File: config.mk
export PLATFORM = sky130hd
export DESIGN_NAME = rlc_ctrl
export DESIGN_NICKNAME = d
export VERILOG_FILES = /design/src/hdl/rlc_pkg.sv /design/src/hdl/rlc_ctrl.sv
export SDC_FILE = /design/constraint.sdc
export NUM_CORES = 1
export LEC_CHECK = 0
export BUFFER_PORTS_ARGS = -buffer_cell sky130_fd_sc_hd__clkbuf_2
export CORE_AREA = 2 2 39 41
export DETAILED_ROUTE_END_ITERATION = 12
export DIE_AREA = 0 0 41 43
export GPL_TIMING_DRIVEN = 1
export HOLD_SLACK_MARGIN = 0.1
export SLEW_MARGIN = 20
export SYNTH_ARGS = -nofsm -noshare
export SYNTH_HDL_FRONTEND = slang
export SYNTH_SLANG_ARGS = --single-unit
File: constraint.sdc
create_clock -name i_clk -period 1.73 [get_ports i_clk]
set_clock_uncertainty 0.2 [all_clocks]
set_input_delay 0.0865 -clock i_clk [delete_from_list [all_inputs] [get_ports i_clk]]
set_output_delay 0.0865 -clock i_clk [all_outputs]
set_load 0.01 [all_outputs]
File: src/hdl/rlc_pkg.sv
// Shared types and constants of the RPC reply LRU cache.
`timescale 1ns / 1ps
`default_nettype none

package rlc_pkg;

    localparam int CACHE_ENTRIES_DEF = 64;

    localparam int HOST_W = 32;
    localparam int PORT_W = 16;
    localparam int XID_W  = 32;
    localparam int LEN_W  = 14;
    localparam int SLOT_W = 6;

    localparam logic ACT_LOOKUP = 1'b0;
    localparam logic ACT_INSERT = 1'b1;

    typedef enum logic [3:0] {
        ST_IDLE,
        ST_DISPATCH,
        ST_SEARCH,
        ST_SEARCH_END,
        ST_LK_DECIDE,
        ST_AGE,
        ST_AGE_END,
        ST_COMMIT,
        ST_FINISH
    } t_state;

    typedef struct packed {
        logic load;
        logic search_step;
        logic age_step;
        logic clr_addr;
        logic set_lk_limit;
        logic commit;
        logic emit;
    } t_dp_cmd;

    typedef struct packed {
        logic is_insert;
        logic active;
        logic count_zero;
        logic addr_last;
        logic found;
        logic out_free;
    } t_dp_sts;

endpackage

`default_nettype wire

File: src/hdl/rlc_ctrl.sv
// Sequencing state machine of the RPC reply LRU cache.
`timescale 1ns / 1ps
`default_nettype none

module rlc_ctrl
    import rlc_pkg::*;
(
    input  wire logic    i_clk,
    input  wire logic    i_rst_n,
    input  wire logic    i_in_valid,
    output logic         o_in_ready,
    input  wire t_dp_sts i_sts,
    output t_dp_cmd      o_cmd
);

    t_state r_state;
    t_state n_state;

    always_ff @(posedge i_clk) begin
        if (!i_rst_n) begin
            r_state <= ST_IDLE;
        end else begin
            r_state <= n_state;
        end
    end

    always_comb begin
        n_state = r_state;
        unique case (r_state)
            ST_IDLE: begin
                if (i_in_valid) begin
                    n_state = ST_DISPATCH;
                end
            end
            ST_DISPATCH: begin
                if (!i_sts.is_insert) begin
                    n_state = i_sts.count_zero ? ST_FINISH : ST_SEARCH;
                end else if (!i_sts.active) begin
                    n_state = ST_FINISH;
                end else begin
                    n_state = i_sts.count_zero ? ST_COMMIT : ST_AGE;
                end
            end
            ST_SEARCH: begin
                if (i_sts.addr_last) begin
                    n_state = ST_SEARCH_END;
                end
            end
            ST_SEARCH_END: begin
                n_state = ST_LK_DECIDE;
            end
            ST_LK_DECIDE: begin
                n_state = i_sts.found ? ST_AGE : ST_FINISH;
            end
            ST_AGE: begin
                if (i_sts.addr_last) begin
                    n_state = ST_AGE_END;
                end
            end
            ST_AGE_END: begin
                n_state = ST_COMMIT;
            end
            ST_COMMIT: begin
                n_state = ST_FINISH;
            end
            ST_FINISH: begin
                if (i_sts.out_free) begin
                    n_state = ST_IDLE;
                end
            end
            default: begin
                n_state = ST_IDLE;
            end
        endcase
    end

    always_comb begin
        o_cmd      = '0;
        o_in_ready = 1'b0;
        unique case (r_state)
            ST_IDLE: begin
                // take no item while reset is held
                o_in_ready = i_rst_n;
                o_cmd.load = i_in_valid && i_rst_n;
            end
            ST_SEARCH: begin
                o_cmd.search_step = 1'b1;
            end
            ST_LK_DECIDE: begin
                o_cmd.clr_addr     = 1'b1;
                o_cmd.set_lk_limit = 1'b1;
            end
            ST_AGE: begin
                o_cmd.age_step = 1'b1;
            end
            ST_COMMIT: begin
                o_cmd.commit = 1'b1;
            end
            ST_FINISH: begin
                o_cmd.emit = i_sts.out_free;
            end
            default: begin
                o_cmd = '0;
            end
        endcase
    end

endmodule

`default_nettype wire

==> reports/metrics.yaml <==
status: "complete, no violations"
top_layer_used: "met4"
synth.net_count: 60
drive_gt1_share_pct: 37.5
synth_cells: 51
hp-class: "in2reg"
hpwl_um: 760
synth_edf_count: 0
met2_length_um: 530
ir_worst_vdd_uv: 379
routedWlPerCell_um: 12.0
initialDrtViolationCount: 12
setup_viol: 0
cts-root-buf: "clkbuf_4"
yosysUniqueCellTypes: 26
synth-seq-area-share_pct: 19.3
worstPathRequired_ns: 1.44
drv_cap: 0
grt_max_degree: 13
rsz0062_at_grt: "false"
drt-met1-wl_um: 461
slowest_stage: "dfxtp_1"
avgSynthCellArea_um2: 8.15
top_register: "r_state"
ys_warn_count: 0
p_leak_nw: 0.257
final_core_util_pct: 42.0
route.met3.wl_um: 50
synth.top_cell.area_share_pct: 19.3
yosysTopAreaCell: "dfxtp_1"
place.gp.congestion: 0.776
synth_top_family_by_area: "simple AND/OR/NAND/NOR gates"
vias: 463
muxShareOfSynthArea_pct: 2.41
cp-start-kind: "flip-flop"
cts.sinks: 4
switching_share_pct: 42.5
initial_core_util_pct: 30.0
synthAdderAreaFrac_pct: 0
cts_made_buffers: 3
tns_ns: 0
die_h_um: 43
arrival_ns: 1.39
synth-simple-area-share_pct: 47.3
grt_usage_pct: 13.0
cts_setup_buffers: 0
p_sw_mw: 0.297
slew_headroom_pct: 70.4
ant_nets: 0
gr-total-overflow: 0
ys_ff_latch: 4
drv_slew: 0
cp_cell_sequence: "buf_4 -> nor4b_4 -> and2_1 -> clkbuf_2"
hold_viol_final: 0
synth_area_leaders: "dfxtp_1 (19%), nor4b_2 (11%), nand2b_1 (7.5%)"
grt_pass1_wl_um: 1610
clkTransAtPathRegs_ns: 0.04
vias_per_cell: 5.26
grt_antenna_before_repair: 0
critical_path_class: "reg2out"
post-route-min-period_ns: 1.67
first_global_vias: 373
dr.pass1.iters: 4
synth_xor_xnor_area_share_pct: 0
die_width_um: 41
end_kind: "output pin"
power.share.sequential_pct: 30.0
combPwrFrac_pct: 52.5
largest_register_ffs: 4
rows: 14
synth_common_cells: "nand2b_1 (5), nor2b_1 (5), dfxtp_1 (4), nor2_1 (4)"
nets: 83
worst_pin_slew_ns: 0.443
synth_compound_area_share_pct: 19.9
core_mm2: 0.00138
synthArstFlopShare_pct: 0
finalCritPeriodShare_pct: 96.8
insertion_delay_ns: 0.23
cts_buffer_depth: 2
p_clk_share_pct: 17.6
die_area_mm2: 0.00176
wl_um: 1060
pin_count: 17
cts_tree: "built"
critical_path.max_stage_delay_ns: 0.36
drc_errors: 0
p_int_mw: 0.402
port_buffers: 16
reg.largest.list: "r_state x4"
h-tree-depth: 1
antenna_cells: 0
cp_max_fo: 10
powerDensity_mw_per_mm2: 1200
synthFlopType: "dfxtp_1"
syn-cell-area_um2: 415
max_freq_mhz: 597
syn_to_final_growth_pct: 39.8
==> layout make-up <==
cell class / count / area [µm²]
fillers: 137 / 803
multi-input cells: 40 / 300
repair buffers: 23 / 148
flip-flops and latches: 4 / 82.6
clock buffers: 3 / 22.5
well taps: 16 / 20.0
inverters: 2 / 7.51
==> final timing paths <==
path / start / cells past startpoint / slack, ns / endpoint
worst max register to register: r_state[3]$_SDFFE_PN0P_ / 3 / 0.26 / r_state[0]$_SDFFE_PN0P_
worst min register to register: r_state[0]$_SDFFE_PN0P_ / 2 / 0.41 / r_state[3]$_SDFFE_PN0P_
worst max-delay path: r_state[2]$_SDFFE_PN0P_ / 4 / 0.06 / o_cmd[6]
worst min-delay path: i_sts[3] / 4 / 0.11 / r_state[1]$_SDFFE_PN0P_
==> cells by family after synthesis <==
logic type             after synthesis
and+or+nand+nor                     27
AOI/OAI and AO/OA                   12
buffers and inverters                7
DFF                                  4
muxes                                1
==> cells in the final DEF (no fill, tap or decap), drive strengths merged <==
cell         count
mux2i            1
buf              1
a31oi            1
nand3b           1
a221o            1
nand3            1
nor3b            2
a222oi           1
inv              2
clkbuf          19
nor2b            5
nor3             1
a22oi            1
o21ai            3
and4b            1
and3             1
dfxtp            4
a311o            1
o311ai           1
dlygate4sd3      6
a21oi            3
and4bb           1
nor2             4
nand2b           5
nor4b            3
and2             2
==> through the flow <==
| step | power, mW | cells | setup slack, ns | area, µm² | hold slack (ns) |
|---|---|---|---|---|---|
| 5_1_grt | 0.747 | 88 | 0.00603 | 581 | 0.135 |
| 2_1_floorplan | 0.466 | 51 | 0.309 | 415 | 0.0329 |
| 3_5_place_dp | 0.534 | 79 | 0.241 | 484 | 0.173 |
| 3_3_place_gp | 0.534 | 79 | 0.236 | 484 | 0.181 |
| 6_report | 0.699 | 88 | 0.0554 | 581 | 0.109 |
| 4_1_cts | 0.687 | 88 | 0.0149 | 576 | 0.101 |
==> metal layers <==
layer,up-vias,track usage (%)
met4,0,6.00
met5,-,0
li1,229,-
met1,217,18.2
met2,15,19.1
met3,2,1.57
==> critical path, delay by kind of cell, from the launching register on <==
family                 cells  cell delay [ns]
and+or+nand+nor            2             0.46
buffers and inverters      2             0.32
DFF                        1             0.36
==> power groups by stage <==
stage                     registers, mW  logic (mW)  clock network, mW
after CTS                         0.200       0.363              0.124
final                             0.210       0.367              0.123
after global placement            0.200       0.335                  0
after detailed placement          0.199       0.335                  0
after floorplan                   0.148       0.318                  0
after global routing              0.217       0.399              0.131
==> timing repair <==
action                                  CTS  global route
endpoints found under the setup margin    1             1
hold buffers                              6             0
resized for setup                         1             3
endpoints found under the hold margin     4             0
Power figures use the tool's default switching activity.
